File: src/design/assert_macros.svh
// Assertion macros shared by the cylinder support mapping design.
// Depends on clk_i and rst_ni being present in the using module.
`ifndef ASSERT_MACROS_SVH
`define ASSERT_MACROS_SVH

// Check a property on every clock edge outside reset.
`define CSM_ASSERT(lbl, prop) \
  lbl: assert property (@(posedge clk_i) disable iff (!rst_ni) (prop)) \
    else $error("csm assertion failed");

// Check that a condition never holds.
`define CSM_NEVER(lbl, cond) `CSM_ASSERT(lbl, !(cond))

`endif

File: src/design/csm_pkg.sv
// Types, constants and helper functions of the cylinder support mapping.
// No dependencies.
package csm_pkg;

  localparam int unsigned FifoDepth = 2;
  localparam int unsigned CapPoints = 8;
  localparam logic [15:0] DiagQ16 = 16'd51472;

  typedef enum logic [1:0] {
    KindPoint = 2'd0,
    KindEdge  = 2'd1,
    KindCap   = 2'd2
  } kind_e;

  typedef enum logic [2:0] {
    CapZero,
    CapPosR,
    CapNegR,
    CapPosD,
    CapNegD
  } cap_e;

  typedef struct packed {
    logic        mode;
    logic [31:0] ax;
    logic [31:0] ay;
    logic [31:0] az;
    logic        xneg;
    logic        zneg;
    logic        ypos;
  } item_t;

  function automatic logic [31:0] mag32(input logic [31:0] v);
    mag32 = v[31] ? (~v + 32'd1) : v;
  endfunction

  function automatic logic [31:0] enc_sat(input logic ovf, input logic [31:0] q,
                                          input logic neg);
    if (neg) begin
      enc_sat = (ovf || q > 32'h8000_0000) ? 32'h8000_0000 : (32'd0 - q);
    end else begin
      enc_sat = (ovf || q > 32'h7FFF_FFFF) ? 32'h7FFF_FFFF : q;
    end
  endfunction

  function automatic cap_e cap_x(input logic [2:0] idx);
    unique case (idx)
      3'd0, 3'd4: cap_x = CapZero;
      3'd1, 3'd3: cap_x = CapPosD;
      3'd2:       cap_x = CapPosR;
      3'd6:       cap_x = CapNegR;
      default:    cap_x = CapNegD;
    endcase
  endfunction

  function automatic cap_e cap_z(input logic [2:0] idx);
    unique case (idx)
      3'd2, 3'd6: cap_z = CapZero;
      3'd0:       cap_z = CapPosR;
      3'd4:       cap_z = CapNegR;
      3'd1, 3'd7: cap_z = CapPosD;
      default:    cap_z = CapNegD;
    endcase
  endfunction

  function automatic logic [31:0] cap_val(input cap_e c, input logic [30:0] r,
                                          input logic [30:0] rd);
    unique case (c)
      CapPosR: cap_val = {1'b0, r};
      CapNegR: cap_val = 32'd0 - {1'b0, r};
      CapPosD: cap_val = {1'b0, rd};
      CapNegD: cap_val = 32'd0 - {1'b0, rd};
      default: cap_val = 32'd0;
    endcase
  endfunction

endpackage

File: src/design/csm_front.sv
// Front end: accepts commands and classifies the direction vector.
// Depends on csm_pkg.
module csm_front (
  input  logic          start_i,
  input  logic          full_i,
  input  logic          mode_i,
  input  logic [31:0]   dir_x_i,
  input  logic [31:0]   dir_y_i,
  input  logic [31:0]   dir_z_i,
  output logic          busy_o,
  output logic          push_o,
  output csm_pkg::item_t item_o
);
  import csm_pkg::*;

  assign busy_o = full_i;
  assign push_o = start_i && !full_i;

  always_comb begin
    item_o.mode = mode_i;
    item_o.ax   = mag32(dir_x_i);
    item_o.ay   = mag32(dir_y_i);
    item_o.az   = mag32(dir_z_i);
    item_o.xneg = dir_x_i[31];
    item_o.zneg = dir_z_i[31];
    item_o.ypos = !dir_y_i[31] && (dir_y_i != 32'd0);
  end

endmodule

File: config.mk
export PLATFORM = sky130hd
export DESIGN_NAME = csm_front
export DESIGN_NICKNAME = d
export VERILOG_FILES = /design/src/design/assert_macros.svh /design/src/design/csm_pkg.sv /design/src/design/csm_front.sv
export SDC_FILE = /design/constraint.sdc
export NUM_CORES = 1
export LEC_CHECK = 0
export BUFFER_PORTS_ARGS = -buffer_cell sky130_fd_sc_hd__buf_4
export CORE_MARGIN = 2
export CORE_UTILIZATION = 30
export DETAILED_ROUTE_END_ITERATION = 6
export PLACE_DENSITY = 0.77
export SLEW_MARGIN = 10
export SYNTH_ARGS = -nofsm -noshare
export SYNTH_HDL_FRONTEND = slang
export SYNTH_SLANG_ARGS = --single-unit
File: constraint.sdc
create_clock -name vclk -period 2.75
set_input_delay 0.275 -clock vclk [all_inputs]
set_output_delay 0.275 -clock vclk [all_outputs]
set_load 0.03 [all_outputs]
==> summary.md <==
| Metric | Value |
|---|---|
| Overall Global Routing Usage | `19.1%` |
| Critical-path maximum fanout | `5` |
| Final worst path period share | `92.3%` |
| Most common cell after layout, fill and taps aside | `buf_4` |
| Worst Hold Depth | `0` |
| Crit-path cells | `buf_4 -> or4_4 -> nor4_1 -> nand3_1 -> o41ai_2 -> xnor2_1 -> buf_4` |
| Max_cap viols | `0` |
| Yosys cell types | `34` |
| Worst Hold Class | `in -> out` |
| Crit-path max cell delay | `0.56 ns` |
| Storage cell area | `0 um2` |
| RSZ-0062 raised after global routing | `no` |
| Filler Cell Count | `622` |
| Power per cell area | `262 nW/um2` |
| Max Fclk | `394 MHz` |
| Bufs and invs on worst path | `2` |
| Setup Buffers After CTS | `0` |
| Diode count | `0` |
| Placed Cells | `549` |
| Sequential share of the synthesized area | `0%` |
| Type of origin of the critical path | `input pin` |
| Number of global-route vias before repair | `2770` |
| Die W | `85.4 um` |
| # nets final | `576` |
| I/O Pins | `201` |
| Routability-driven placement congestion ratio | `0.829` |
| Cell Count, Final, Fillers Out | `549` |
| Die Area | `7290 um2` |
| Routed vias | `2832` |
| Crit path DAT | `2.26 ns` |
| Initial antenna violation count | `0` |
| Sum of negative setup slack | `0 ns` |
| Slew Limit Fails | `0` |
| PortBufs | `199` |
| Initial core utilization | `31.1%` |
| Hold Path End | `item_o[99]` |
| Crit path kind | `in -> out` |
| Worst rel slew slack | `62.3%` |
| WL/cell | `13.6 um` |
| Vias/cell | `5.16` |
| Highest-count cells in the layout ignoring fill and taps | `201 x buf_4, 84 x xnor2_1, 32 x o21ai_0, 32 x nand2_1, 22 x o31ai_1` |
| Mapped cell area | `1990 um2` |
| Post-detail-place hpwl | `6.52 mm` |
| DR DRC count | `0` |
| Initial DRC count | `98` |
| First drt pass iteration count | `4` |
| Row cnt | `29` |
| Antenna-violating nets left | `0` |
| Global-route wire length before repair | `12.2 mm` |
| Final min period | `2.54 ns` |
| VDD IR max | `0.175 mV` |
| Pleak | `1.48 nW` |
| Share of cells above drive strength 1 | `46.2%` |
| Post-layout util | `55.1%` |
| Synth Area per Inst | `6.90 um2` |
| Worst path top cell family by delay | `simple AND/OR/NAND/NOR gates` |
| Clock buffers | `0` |
| HP Start | `mode_i` |
| Worst-margin pin slew | `0.560 ns` |
| Worst EP required | `2.48 ns` |
| CP Capture Type | `output pin` |
| Core area | `6390 um2` |
| Synthesized instance count | `288` |
| Gr ovfl total | `0` |
| P&R area growth vs syn | `76.8%` |
| Top cell by count, worst path | `buf_4` |
| Final hold violation count | `0` |
| Seq Cell Count | `0` |
| Final WL | `7.45 mm` |
| Status | `finished clean` |
| Largest net degree at the start of global routing | `34` |
| Final setup fails | `0` |
| Synth warn | `0` |
| Die height | `85.4 um` |
| Slowest-stage cell, CP | `or4_4` |
| Mapped Nets | `390` |
## routing by layer
layer	GRT usage (%)	wire [um]	vias up
met1	20.8	2730	1282
met4	2.60	114	0
met3	3.60	706	10
li1	-	-	1415
met5	0	0	-
met2	38.3	3910	125
## worst max path at each step
stage	start	end	slack, ns	cells past startpoint
6_report	dir_x_i[18]	item_o[96]	0.21	7
5_1_grt	dir_z_i[14]	item_o[30]	0.03	7
4_1_cts	dir_z_i[14]	item_o[30]	0.14	7
3_5_place_dp	dir_z_i[14]	item_o[30]	0.14	7
3_3_place_gp	dir_z_i[24]	item_o[33]	0.29	7
2_1_floorplan	dir_z_i[24]	item_o[34]	0.27	4
## kinds of logic (layout without fill, tap and decap cells)
family,after synthesis,count (layout),synth area share (%)
AO/OA/AOI/OAI,73,73,26.0
buffers and inverters,26,210,6.23
adder cells (fa/ha/maj),3,3,1.89
XOR/XNOR,87,87,38.3
AND/OR/NAND/NOR,99,99,27.6
## area by class of cell
cell class	instances	area (um2)	area share, %
Inverter	9	33.8	0.961
Multi-Input combinational cell	262	1880	53.4
Tap cell	77	96.3	2.74
Timing Repair Buffer	201	1510	42.9
## Yosys cell counts
cell      number  share of area [%]
o41ai_2        4                3.3
or3_1          4                1.3
o21ai_2        1               0.44
or3_4          1               0.57
or4_4          5                2.8
o41ai_1       12                5.3
buf_4          7                2.6
nand3_1        8                2.0
o21ai_0       32                8.1
nor4_2         1               0.63
nor4b_1        1               0.44
nor2b_1        1               0.31
xor2_1         3                1.3
nand2_1       32                6.0
xnor2_1       84                 37
ha_1           3                1.9
and3_1         1               0.31
o31ai_1       22                8.3
a31oi_1        2               0.63
clkbuf_1       9                1.7
and4bb_2       1               0.63
nor3_1         5                1.3
nor4bb_1       1               0.50
nand3b_1       1               0.38
inv_1          9                1.7
and2_1         3               0.94
nor4_1         6                1.9
or4_1          6                2.3
nand2b_1       4                1.3
nand4_1        3               0.94
nor2_1        13                2.5
buf_1          1               0.19
nor2_2         1               0.31
or2_2          1               0.31
## stage by stage
stage | hold WS, ns | cell area (um2) | setup WS (ns) | power (mW)
floorplan | 0.620 | 1990 | 0.266 | 0.516
global placement | 0.551 | 3510 | 0.295 | 0.911
detailed placement | 0.551 | 3510 | 0.142 | 0.922
CTS | 0.551 | 3510 | 0.136 | 0.925
global route | 0.550 | 3520 | 0.0313 | 0.975
finish | 0.550 | 3520 | 0.213 | 0.920
## repair_timing
item / 4_1_cts / 5_1_grt
endpoints found under the setup margin: 0 / 6
hold buffers: 0 / 0
resized for setup: 0 / 1
## report_power, final
group | internal [mW] | switching [mW] | total, mW
combinational | 0.384 | 0.537 | 0.920
sequential | 0 | 0 | 0
clock | 0 | 0 | 0
No activity file was read; power rests on OpenSTA's default activity.
