File: config.mk
export PLATFORM = sky130hd
export DESIGN_NAME = csm_fifo
export DESIGN_NICKNAME = d
export VERILOG_FILES = /design/src/design/csm_pkg.sv /design/src/design/csm_fifo.sv
export VERILOG_INCLUDE_DIRS = /design/src /design/src/design
export SDC_FILE = /design/constraint.sdc
export NUM_CORES = 1
export LEC_CHECK = 0
export ABC_AREA = 1
export BUFFER_PORTS_ARGS = -buffer_cell sky130_fd_sc_hd__buf_2
export CAP_MARGIN = 10
export CORE_MARGIN = 10
export CORE_UTILIZATION = 52
export DETAILED_ROUTE_END_ITERATION = 8
export GPL_TIMING_DRIVEN = 0
export PLACE_DENSITY = 0.84
export SLEW_MARGIN = 30
export SYNTH_ARGS = -nofsm -noshare
export SYNTH_HDL_FRONTEND = slang
export SYNTH_SLANG_ARGS = --single-unit
File: constraint.sdc
create_clock -name clk_i -period 6.4 [get_ports clk_i]
set_input_delay 0.64 -clock clk_i [delete_from_list [all_inputs] [get_ports clk_i]]
set_output_delay 0.64 -clock clk_i [all_outputs]
set_load 0.01 [all_outputs]
File: src/design/assert_macros.svh
// Assertion macros shared by the cylinder support mapping design.
// Depends on clk_i and rst_ni being present in the using module.
`ifndef ASSERT_MACROS_SVH
`define ASSERT_MACROS_SVH

// Check a property on every clock edge outside reset.
`define CSM_ASSERT(lbl, prop) \
  lbl: assert property (@(posedge clk_i) disable iff (!rst_ni) (prop)) \
    else $error("csm assertion failed");

// Check that a condition never holds.
`define CSM_NEVER(lbl, cond) `CSM_ASSERT(lbl, !(cond))

`endif

File: src/design/csm_pkg.sv
// Types, constants and helper functions of the cylinder support mapping.
// No dependencies.
package csm_pkg;

  localparam int unsigned FifoDepth = 2;
  localparam int unsigned CapPoints = 8;
  localparam logic [15:0] DiagQ16 = 16'd51472;

  typedef enum logic [1:0] {
    KindPoint = 2'd0,
    KindEdge  = 2'd1,
    KindCap   = 2'd2
  } kind_e;

  typedef enum logic [2:0] {
    CapZero,
    CapPosR,
    CapNegR,
    CapPosD,
    CapNegD
  } cap_e;

  typedef struct packed {
    logic        mode;
    logic [31:0] ax;
    logic [31:0] ay;
    logic [31:0] az;
    logic        xneg;
    logic        zneg;
    logic        ypos;
  } item_t;

  function automatic logic [31:0] mag32(input logic [31:0] v);
    mag32 = v[31] ? (~v + 32'd1) : v;
  endfunction

  function automatic logic [31:0] enc_sat(input logic ovf, input logic [31:0] q,
                                          input logic neg);
    if (neg) begin
      enc_sat = (ovf || q > 32'h8000_0000) ? 32'h8000_0000 : (32'd0 - q);
    end else begin
      enc_sat = (ovf || q > 32'h7FFF_FFFF) ? 32'h7FFF_FFFF : q;
    end
  endfunction

  function automatic cap_e cap_x(input logic [2:0] idx);
    unique case (idx)
      3'd0, 3'd4: cap_x = CapZero;
      3'd1, 3'd3: cap_x = CapPosD;
      3'd2:       cap_x = CapPosR;
      3'd6:       cap_x = CapNegR;
      default:    cap_x = CapNegD;
    endcase
  endfunction

  function automatic cap_e cap_z(input logic [2:0] idx);
    unique case (idx)
      3'd2, 3'd6: cap_z = CapZero;
      3'd0:       cap_z = CapPosR;
      3'd4:       cap_z = CapNegR;
      3'd1, 3'd7: cap_z = CapPosD;
      default:    cap_z = CapNegD;
    endcase
  endfunction

  function automatic logic [31:0] cap_val(input cap_e c, input logic [30:0] r,
                                          input logic [30:0] rd);
    unique case (c)
      CapPosR: cap_val = {1'b0, r};
      CapNegR: cap_val = 32'd0 - {1'b0, r};
      CapPosD: cap_val = {1'b0, rd};
      CapNegD: cap_val = 32'd0 - {1'b0, rd};
      default: cap_val = 32'd0;
    endcase
  endfunction

endpackage

File: src/design/csm_fifo.sv
// Short item queue between the front and the back of the support mapping.
// Depends on csm_pkg and assert_macros.svh.
`include "assert_macros.svh"
module csm_fifo (
  input  logic          clk_i,
  input  logic          rst_ni,
  input  logic          push_i,
  input  csm_pkg::item_t wdata_i,
  input  logic          pop_i,
  output csm_pkg::item_t rdata_o,
  output logic          full_o,
  output logic          avail_o
);
  import csm_pkg::*;

  localparam int unsigned PtrW = (FifoDepth > 1) ? $clog2(FifoDepth) : 1;
  localparam int unsigned CntW = $clog2(FifoDepth + 1);

  item_t             mem_q [FifoDepth];
  logic [PtrW-1:0]   wptr_q, rptr_q;
  logic [CntW-1:0]   cnt_q;

  assign full_o  = (cnt_q == CntW'(FifoDepth));
  assign avail_o = (cnt_q != '0);
  assign rdata_o = mem_q[rptr_q];

  always_ff @(posedge clk_i) begin
    if (push_i) begin
      mem_q[wptr_q] <= wdata_i;
    end
  end

  always_ff @(posedge clk_i or negedge rst_ni) begin
    if (!rst_ni) begin
      wptr_q <= '0;
      rptr_q <= '0;
      cnt_q  <= '0;
    end else begin
      if (push_i) begin
        wptr_q <= (wptr_q == PtrW'(FifoDepth - 1)) ? '0 : wptr_q + 1'b1;
      end
      if (pop_i) begin
        rptr_q <= (rptr_q == PtrW'(FifoDepth - 1)) ? '0 : rptr_q + 1'b1;
      end
      cnt_q <= cnt_q + CntW'(push_i) - CntW'(pop_i);
    end
  end

  `CSM_NEVER(a_no_overflow, push_i && full_o && !pop_i)
  `CSM_NEVER(a_no_underflow, pop_i && !avail_o)
  `CSM_ASSERT(a_cnt_bound, cnt_q <= CntW'(FifoDepth))

endmodule

==> impl_results.md, run 1 <==
- Status: finished clean
- Row cnt: 44
- Layout Skew: 0.00647 ns
- H-tree Lvls: 1
- Synthesized flop and latch total: 204
- Initial drt markers: 164
- DR WL met2: 8.34 mm
- Drt pass-1 iters: 4
- Port Buffers: 205
- Synthesized Nets: 653
- Sequential-to-total area share from yosys stat: 79.3%
- Design Area, Final: 9740 um2
- RSZ-0062 raised after global routing: no
- Syn Area/Cell: 14.1 um2
- Area grow syn2layout: 26.5%
- Fin. Hold Viols: 0
- Initial core utilization: 53.0%
- DP Area: 9120 um2
- DRT Wirelength: 16.5 mm
- Wire length on met1: 6.04 mm
- Total grt overflow: 0
- Final setup violation count: 0
- Worst hold endpoint: mem_q[0][19]
- GPL Wtd Cong: 0.762
- FILL cells: 1054
- Post-route DRC violation count: 0
- Worst vdd ir: 0.273 mV
- Post-Syn Instances: 547
- DR top layer: met5
- Drt wl/cell: 16.9 um
- Fmax: 425 MHz
- Hold Crit Start: wdata_i[19]
- Critical path peak fanout: 10
- DIE WIDTH: 142 um
- Worst flop-to-flop path endpoint: mem_q[0][84]
- Nets: 887
- Hold depth: 1
- Placed cells: 942
- DP HPWL: 12.0 mm
- Pins Over Slew Limit: 0
- Critical Path AT: 1.71 ns
- GRT Util Overall: 15.6%
- Num CTS Buffers: 20
- Lkg Pwr: 4.22 nW
- Antenna-violating nets left: 0
- First-pass GRT wire length: 25.2 mm
- R2r startpoint: wptr_q
- Die area: 20100 um2
- Io pins: 206
- Setup crit start kind: register
- Clock Root Buffer: clkbuf_16
- Final min period: 2.35 ns
- Clock-pin slew on the worst setup and hold paths: 0.06 ns
- Crit. End Element: output pin
- Ant. Diodes: 0
- Vias in the first global route: 4903
- WL met3: 1.77 mm
- Largest net degree at the start of global routing: 61
- Fraction of layout cells with a size suffix above 1: 33.8%
- R2R setup slack: 4.72 ns
- Die H: 142 um
- Power density over the cells: 445 nW/um2
- Setup CP Type: register to output pin
- Final Cycle Share: 36.8%
- Skew-Pair Late Insertion Delay: 0.47 ns
- Yosys cell types: 17
- YS warnings: 0
- Util after Layout: 67.0%
- Non-Filler Instances: 977
- Req. time, crit path: 5.76 ns
- Number of vias per cell: 4.84
- CTS tree: yes
- Tightest Pin Transition: 0.593 ns
- Worst min path class: primary input to register
- Rel. slew slack: 60.4%
- Via Count: 4724
- Core ar.: 14500 um2
- CTS Sinks: 204
- Max-Cap Viols: 0
- Initial antenna violation count: 2
- CTS max path bufs: 3
- Mapped cell area: 7700 um2
- Worst R2R Path Depth: 3
==> logic make-up after synthesis <==
| kind of cell | Yosys count | synth area share (%) |
|---|---|---|
| flops | 204 | 79.3 |
| buf+inv | 129 | 7.81 |
| simple gates | 110 | 5.38 |
| compound gates | 100 | 6.98 |
| xor+xnor | 2 | 0.227 |
| fa+ha+maj | 2 | 0.325 |
==> cell type report <==
cell class / instances / area, um2 / area share, %
Clock buffer: 28 / 552 / 5.66
Inverter: 107 / 407 / 4.17
Sequential cell: 204 / 6110 / 62.7
Multi-Input combinational cell: 214 / 1000 / 10.3
Buffer: 22 / 200 / 2.06
Clock inverter: 6 / 55.1 / 0.565
Tap cell: 184 / 230 / 2.36
Timing Repair Buffer: 212 / 1190 / 12.2
==> per-layer routing <==
| metal | GRT usage (%) | vias to the layer above |
|---|---|---|
| li1 | - | 2313 |
| met1 | 17.3 | 2200 |
| met2 | 27.0 | 179 |
| met3 | 6.61 | 28 |
| met4 | 4.41 | 4 |
| met5 | 0 | - |
==> cells in the final DEF (no fill, tap or decap), drive strengths merged <==
cell,synthesis,layout
bufinv,0,1
dlygate4sd3,0,1
xor2,2,2
clkbuf,9,37
nand3,1,1
nor2,2,2
edfxtp,200,200
inv,107,108
o21ai,100,100
nand2,107,107
buf,13,224
clkinv,0,4
ha,2,2
dfrtp,4,4
==> flip-flops by register name (all words and copies together) (netlist names) <==
name    cells
mem_q     200
cnt_q       2
wptr_q      1
rptr_q      1
==> worst max-delay path by stage <==
| stage | from | to | slack [ns] | depth (start not counted) |
|---|---|---|---|---|
| floorplan | push_i | mem_q[0][0] | 0.97 | 2 |
| global placement | push_i | mem_q[0][32] | -1.46 | 3 |
| detailed placement | push_i | mem_q[0][70] | 4.32 | 5 |
| CTS | rptr_q | rdata_o[39] | 3.99 | 4 |
| global route | rptr_q | rdata_o[39] | 3.94 | 4 |
| finish | rptr_q | rdata_o[44] | 4.05 | 4 |
==> power by group <==
group          total, mW  internal [mW]  switching (mW)
clock network       1.08          0.640           0.439
logic               1.43          0.530           0.896
registers           1.83           1.77          0.0620
total               4.34           2.94            1.40
==> cells in the mapped netlist (all sizes together) <==
master / count / area (um2)
edfxtp: 200 / 6010
inv: 107 / 402
nand2: 107 / 402
o21ai: 100 / 538
buf: 13 / 92.6
clkbuf: 9 / 108
dfrtp: 4 / 100
ha: 2 / 25.0
nor2: 2 / 7.51
xor2: 2 / 17.5
nand3: 1 / 5.00
==> repair_timing <==
item / 4_1_cts / 5_1_grt
resized for setup: 0 / 0
hold endpoints to repair: 4 / 0
setup buffers: 0 / 0
hold buffers: 1 / 0
==> metrics by stage <==
| stage | total power [mW] | setup slack, ns | setup TNS, ns | hold WS, ns |
|---|---|---|---|---|
| 2_1_floorplan | 2.66 | 0.972 | 0 | 0.344 |
| 3_3_place_gp | 3.27 | -1.46 | -145.42 | 0.450 |
| 3_5_place_dp | 3.32 | 4.32 | 0 | 0.451 |
| 4_1_cts | 4.41 | 3.99 | 0 | 0.334 |
| 5_1_grt | 4.59 | 3.94 | 0 | 0.336 |
| 6_report | 4.34 | 4.05 | 0 | 0.352 |
==> critical path: stages, from the launching register on <==
cell	delay [ns]
dfrtp_1	0.41
buf_6	0.16
buf_2	0.20
o21ai_0	0.28
buf_2	0.19
(Power assumes the default switching activity.)
==> run 2, diff against run 1 <==
ABC_AREA = 0   (was 1)
CORE_UTILIZATION = 47   (was 52)
PLACE_DENSITY = 0.8   (was 0.84)
clock period = 1.94 ns   (was 6.4 ns; I/O delays follow)
==> run 2 against run 1 <==
Against the previous run:
- area after synthesis rose by 2.1%
- critical endpoint is now rdata_o[89]
- utilization hardly changed
- clock power increased to 3.2 times the previous value
- routed wire length is 3.8% higher
- global-route usage down 0.77 points
- critical path type unchanged
- die area grew 11%
- final cell count shrank 8.1%
- hold slack worse by 0.26 ns
- final area rose by 13%
==> impl_results.md, run 2 <==
- Count leader, synth: edfxtp_1
- Setup TNS: 0 ns (unchanged)
- Number of vias per cell: 4.77 (-1.4%)
- Vias in the first global route: 4755 (-3.0%)
- GRT Util Overall: 14.9% (-0.77 points)
- Core ar.: 16500 um2 (+13%)
- Top cell type's share of synthesized area: 76.4% (-1.6 points)
- Critical path peak fanout: 10 (unchanged)
- Largest register FFs: 200 (unchanged)
- Synthesized Nets: 432 (-34%)
- Most common cell after layout, fill and taps aside: buf_2
- Most frequent cells in the layout: buf_2 (205), edfxtp_1 (200), dlygate4sd3_1 (103)
- YS warnings: 0 (unchanged)
- Post-route DRC violation count: 0 (unchanged)
- Final min period: 1.90 ns
- Nets: 772 (-13%)
- R2r startpoint: wptr_q
- Die H: 149 um (+5.4%)
- Wire length on met1: 6.32 mm (+4.7%)
- Fraction of layout cells with a size suffix above 1: 52.1% (+18 points)
- CTS max path bufs: 3 (unchanged)
- Final Cycle Share: 97.7%
- CTS Sinks: 204 (unchanged)
- Skew-Pair Late Insertion Delay: 0.48 ns (about the same)
- DR WL met2: 8.77 mm (+5.1%)
- Pins Over Slew Limit: 0 (unchanged)
- Worst vdd ir: 0.881 mV (+220%)
- Most common library cells after synthesis: edfxtp_1 (200), mux2_4 (90), mux2_2 (10), buf_12 (9), dfrtp_1 (4)
- Rel. slew slack: 61.6% (+1.2 points)
- Slowest CP cell: dfrtp_2
- Top reg by flops: mem_q
- Leading registers by flop count: mem_q x200, cnt_q x2
- RSZ-0062 raised after global routing: no
- Via Count: 4283 (-9.3%)
- Worst setup startpoint: rptr_q
- Power, Total: 15.0 mW (+250%)
- DIE WIDTH: 149 um (+5.4%)
- Crit. End Element: output pin
- H-tree Lvls: 1 (unchanged)
- Critical Path AT: 1.70 ns (about the same)
- Initial core utilization: 47.8% (-5.2 points)
- Top post-synthesis cells by area: edfxtp_1 (76%), mux2_4 (17%), buf_12 (2.3%)
- Drt wl/cell: 19.1 um (+13%)
- Pre-CTS setup slack: 0.0975 ns (-4.22 ns)
- Worst setup margin: 0.0441 ns (-4.00 ns)
- DRT Wirelength: 17.1 mm (+3.8%)
- Sequential-to-total area share from yosys stat: 77.6% (-1.6 points)
- Die area: 22300 um2 (+11%)
- Tightest Pin Transition: 0.575 ns (-0.0176 ns)
- Fmax: 527 MHz
- Synthesized flop and latch total: 204 (unchanged)
- CP cell instances: clkbuf_16 > buf_12 > mux2_4 > buf_2
- Post-synth EDFFs: 200 (unchanged)
- Largest net degree at the start of global routing: 50 (-18%)
- Clock Root Buffer: clkbuf_16
- Post-Syn Instances: 326 (-40%)
- Max-Cap Viols: 0 (unchanged)
- Fin. Hold Viols: 0 (unchanged)
- FILL cells: 1064 (+0.95%)
- Fraction of registers with async set/reset: 1.96% (unchanged)
- Reg area: 6110 um2 (about the same)
- Req. time, crit path: 1.75 ns (-4.01 ns)
- Status: finished clean
- Area grow syn2layout: 40.3%
- Synth area leader: edfxtp_1
- Initial drt markers: 134 (-18%)
- Total grt overflow: 0 (unchanged)
- Layout Skew: 0.00597 ns (-0.000500 ns)
- WL met3: 1.66 mm (-6.1%)
- Drt pass-1 iters: 5 (+1)
- CTS tree: yes
- Setup crit start kind: register
- DR top layer: met4
- Yosys cell types: 14 (-3)
- DP HPWL: 11.3 mm (-5.3%)
- Main synth FF type: edfxtp_1
- Power density over the cells: 1360 nW/um2 (+210%)
- Row cnt: 47 (+6.8%)
- Antenna-violating nets left: 0 (unchanged)
- Setup CP Type: register to output pin
- GPL Wtd Cong: 0.716 (-6.0%)
- Multi-input gate area: 1570 um2 (+56%)
- Lkg Pwr: 4.49 nW (+6.5%)
- Final setup violation count: 0 (unchanged)
- Io pins: 206 (unchanged)
- Mapped cell area: 7870 um2 (+2.1%)
- First-pass GRT wire length: 26.2 mm (+4.1%)
- Port Buffers: 205 (unchanged)
- Clock-pin slew on the worst setup and hold paths: 0.06 ns (about the same)
- Worst stage delay on the critical path: 0.44 ns (+0.03 ns)
- Worst min path class: primary input to async pin
- Syn Area/Cell: 24.1 um2 (+71%)
- Num CTS Buffers: 21 (+5.0%)
- Initial antenna violation count: 1 (-1)
-- run 2: cell count changes after synthesis, moves of 7 or more --
| cell | before | now |
|---|---|---|
| o21ai_0 | 89 | 0 |
| o21ai_2 | 10 | 0 |
| clkbuf_8 | 7 | 0 |
| nand2_1 | 107 | 0 |
| mux2_2 | 0 | 10 |
| buf_2 | 8 | 1 |
| buf_12 | 0 | 9 |
| inv_1 | 107 | 2 |
| mux2_4 | 0 | 90 |
-- run 2: layer usage --
metal	track usage [%]	up-vias
met5	0	-
met4	4.51	0
met3	5.52	37
met2	26.1	178
met1	16.3	2090
li1	-	1978
-- run 2: timing repair --
item                                    in CTS  in global routing
endpoints found under the setup margin      82                 69
cloned                                       0                  1
setup buffers                                0                  1
gates resized for setup                      3                  1
hold buffers                               103                  0
hold endpoints to repair                   206                  0
-- run 2: worst max-delay path, delay by kind of cell, from the launching register on --
kind,cells,cell delay (ns)
multiplexers,1,0.30
flip-flops,1,0.44
buffers and inverters,3,0.47
-- run 2: final cells by class --
type	instances	share of cell area, %
Buffer	11	1.88
Multi-Input combinational cell	109	14.2
Antenna cell	1	0.0227
Sequential cell	204	55.4
Clock inverter	8	0.363
Tap cell	220	2.50
Clock buffer	26	4.93
Timing Repair Buffer	317	20.7
Inverter	2	0.0681
-- run 2: kinds of logic (layout without fill, tap and decap cells) --
| kind of cell | after synthesis | count (layout) | share of synthesized area (%) |
|---|---|---|---|
| muxes | 100 | 100 | 18.6 |
| buffers and inverters | 13 | 364 | 2.59 |
| adders and majority gates | 2 | 2 | 0.318 |
| and+or+nand+nor | 4 | 4 | 0.318 |
| other | 0 | 1 | 0 |
| DFF | 204 | 204 | 77.6 |
| xor gates and xnor gates | 3 | 3 | 0.525 |
-- run 2: report_power, final --
| group | switching (mW) | leakage [nW] | internal (mW) |
|---|---|---|---|
| logic | 2.48 | 2.28 | 2.99 |
| clock network | 1.49 | 0.286 | 1.98 |
| registers | 0.243 | 1.92 | 5.85 |
| total | 4.20 | 4.49 | 10.8 |
-- run 2: final timing paths --
path,slack [ns],endpoint,cells past startpoint
max in group asynchronous,1.72,rptr_q,2
max reg2reg,0.12,mem_q[0][20],4
max,0.04,rdata_o[89],4
min reg2reg,0.57,wptr_q,1
min,0.09,cnt_q[1],2
min in group clk_i,0.44,mem_q[1][77],2
-- run 2: metrics by stage --
| step | std cells | hold slack (ns) | instance area [um2] | util, % |
|---|---|---|---|---|
| after global routing | 898 | 0.0787 | 11000 | 67.0 |
| after global placement | 751 | -0.000982 | 9180 | 55.7 |
| final | 898 | 0.0879 | 11000 | 67.0 |
| after floorplan | 326 | -0.102 | 7870 | - |
| after detailed placement | 758 | 0.00525 | 9370 | 56.9 |
| after CTS | 895 | 0.0694 | 11000 | 66.8 |
==> run 3, diff against run 2 <==
PLACE_DENSITY = 0.75   (was 0.8)
==> run 3 against run 2 <==
Against the previous run:
- maximum frequency shrank 1.3%
- register-to-register slack gained 0.23 ns
- sequential share of layout area shrank 1.9 points
- non-clock buffer count grew 2
- final cell count grew 0.78%
- final area grew 3.5%
- combinational power grew 13%
- via count shrank 1.1%
- routed wire length grew 2.7%
- clock skew grew 0.0045 ns
- flip-flop and latch count is the same
- die area is the same
- highest routed layer unchanged
==> impl_results.md, run 3 (synthesis results as in run 2) <==
- Power density over the cells: 1390 nW/um2 (+2.2%)
- Setup CP Type: register to output pin
- CTS Sinks: 204 (unchanged)
- Clock Root Buffer: clkbuf_16
- Final setup violation count: 0 (unchanged)
- GRT Util Overall: 14.8% (-0.053 points)
- Worst hold margin: 0.0495 ns (-0.0385 ns)
- Tightest Pin Transition: 0.515 ns (-0.0601 ns)
- Drt wl/cell: 19.4 um (+1.9%)
- Power, Total: 15.9 mW (+5.8%)
- Critical path peak fanout: 10 (unchanged)
- Worst min path class: primary input to async pin
- First-pass GRT wire length: 26.3 mm (+0.34%)
- Port Buffers: 205 (unchanged)
- Reg area: 6110 um2 (unchanged)
- Largest register FFs: 200 (unchanged)
- Multi-input gate area: 1570 um2 (unchanged)
- FILL cells: 1023 (-3.9%)
- Skew-Pair Late Insertion Delay: 0.48 ns (about the same)
- Initial core utilization: 47.8% (unchanged)
- Most common cell after layout, fill and taps aside: edfxtp_1
- Row cnt: 47 (unchanged)
- H-tree Lvls: 1 (unchanged)
- Initial antenna violation count: 3 (+2)
- Num CTS Buffers: 21 (unchanged)
- GPL Wtd Cong: 0.728 (+1.7%)
- Crit. End Element: output pin
- RSZ-0062 raised after global routing: yes
- Final Cycle Share: 99.0% (+1.3 points)
- Leading registers by flop count: mem_q x200, cnt_q x2
- Antenna-violating nets left: 0 (unchanged)
- Drt pass-1 iters: 4 (-1)
- Layout Skew: 0.0105 ns (+0.00449 ns)
- Number of vias per cell: 4.68 (-1.8%)
- DRT Wirelength: 17.6 mm (+2.7%)
- Clock-pin slew on the worst setup and hold paths: 0.06 ns (about the same)
- Final min period: 1.92 ns (+0.0244 ns)
- DIE WIDTH: 149 um (unchanged)
- Fin. Hold Viols: 0 (unchanged)
- Io pins: 206 (unchanged)
- Critical Path AT: 1.73 ns (+0.03 ns)
- Worst vdd ir: 1.07 mV (+22%)
- CTS tree: yes
- Via Count: 4238 (-1.1%)
- Top reg by flops: mem_q
- Setup crit start kind: register
- Largest net degree at the start of global routing: 38 (-24%)
- Status: finished clean
- Req. time, crit path: 1.75 ns (about the same)
- DP HPWL: 10.9 mm (-3.6%)
- Fraction of layout cells with a size suffix above 1: 52.3% (+0.13 points)
- Nets: 774 (+0.26%)
- Vias in the first global route: 4717 (-0.80%)
- Core ar.: 16500 um2 (unchanged)
- Max-Cap Viols: 0 (unchanged)
- CTS max path bufs: 3 (unchanged)
- Post-route DRC violation count: 0 (unchanged)
- Area grow syn2layout: 45.1%
- Setup TNS: 0 ns (unchanged)
- Most frequent cells in the layout: edfxtp_1 (200), buf_2 (154), dlygate4sd3_1 (103)
- Total grt overflow: 0 (unchanged)
- Lkg Pwr: 4.63 nW (+3.1%)
- Pins Over Slew Limit: 0 (unchanged)
- Die area: 22300 um2 (unchanged)
- Die H: 149 um (unchanged)
- Initial drt markers: 125 (-6.7%)
- Rel. slew slack: 65.7% (+4.1 points)
- Fmax: 521 MHz (-1.3%)
## run 3: cell types whose count changed in the layout (fill, tap and decap cells not counted), moves of 3 or more
cell,change
buf_2,-51
buf_6,+50
clkbuf_16,+3
buf_12,+3
buf_16,-4
diode_2,+3
## run 3: worst paths after layout
check | cells after the start | end | start | slack (ns)
max in group asynchronous | 2 | rptr_q | rst_ni | 1.76
worst max register to register | 2 | mem_q[1][31] | wptr_q | 0.35
worst min-delay path | 2 | wptr_q | rst_ni | 0.05
worst min register to register | 1 | wptr_q | wptr_q | 0.58
min in group clk_i | 2 | mem_q[1][78] | wdata_i[78] | 0.44
worst max-delay path | 4 | rdata_o[9] | rptr_q | 0.02
## run 3: per-stage QoR
stage	setup slack, ns	instance area (um2)	utilization, %	std cells
2_1_floorplan	-0.390	7870	-	326
3_3_place_gp	-1.13	9180	55.7	751
3_5_place_dp	0.346	9330	56.7	758
4_1_cts	0.0107	11000	66.7	897
5_1_grt	-0.0343	11400	69.3	904
6_report	0.0197	11400	69.3	905
## run 3: report_power, final
part,switching [mW],leakage [nW],total (mW),internal (mW)
clock network,1.49,0.300,3.60,2.11
registers,0.243,1.92,6.09,5.85
logic,2.63,2.41,6.19,3.56
total,4.37,4.63,15.9,11.5
## run 3: cell type report
cell class,instances,share of cell area (%)
multi-input cells,109,13.7
repair buffers,319,23.0
plain buffers,11,1.82
diodes,4,0.0877
inverters,2,0.0658
flip-flops and latches,204,53.5
well taps,220,2.41
clock inverters,10,0.592
clock buffers,26,4.77
## run 3: critical path: stages, from the launching register on
cell and delay [ns]:
dfrtp_2 0.45, clkbuf_16 0.19, buf_12 0.15, mux2_4 0.29
buf_2 0.15
## run 3: routing by layer
layer | GRT usage (%) | routed length (um) | up-vias
met3 | 4.70 | 1250 | 30
met4 | 4.27 | 398 | 0
met2 | 25.6 | 9140 | 145
li1 | - | - | 1991
met5 | 0 | 0 | -
met1 | 17.3 | 6790 | 2072
## run 3: what timing repair did
action,CTS,global route
hold buffers,103,0
hold endpoints to repair,206,0
setup buffers,0,0
gates cloned,0,4
setup endpoints to repair,73,51
gates resized for setup,2,60
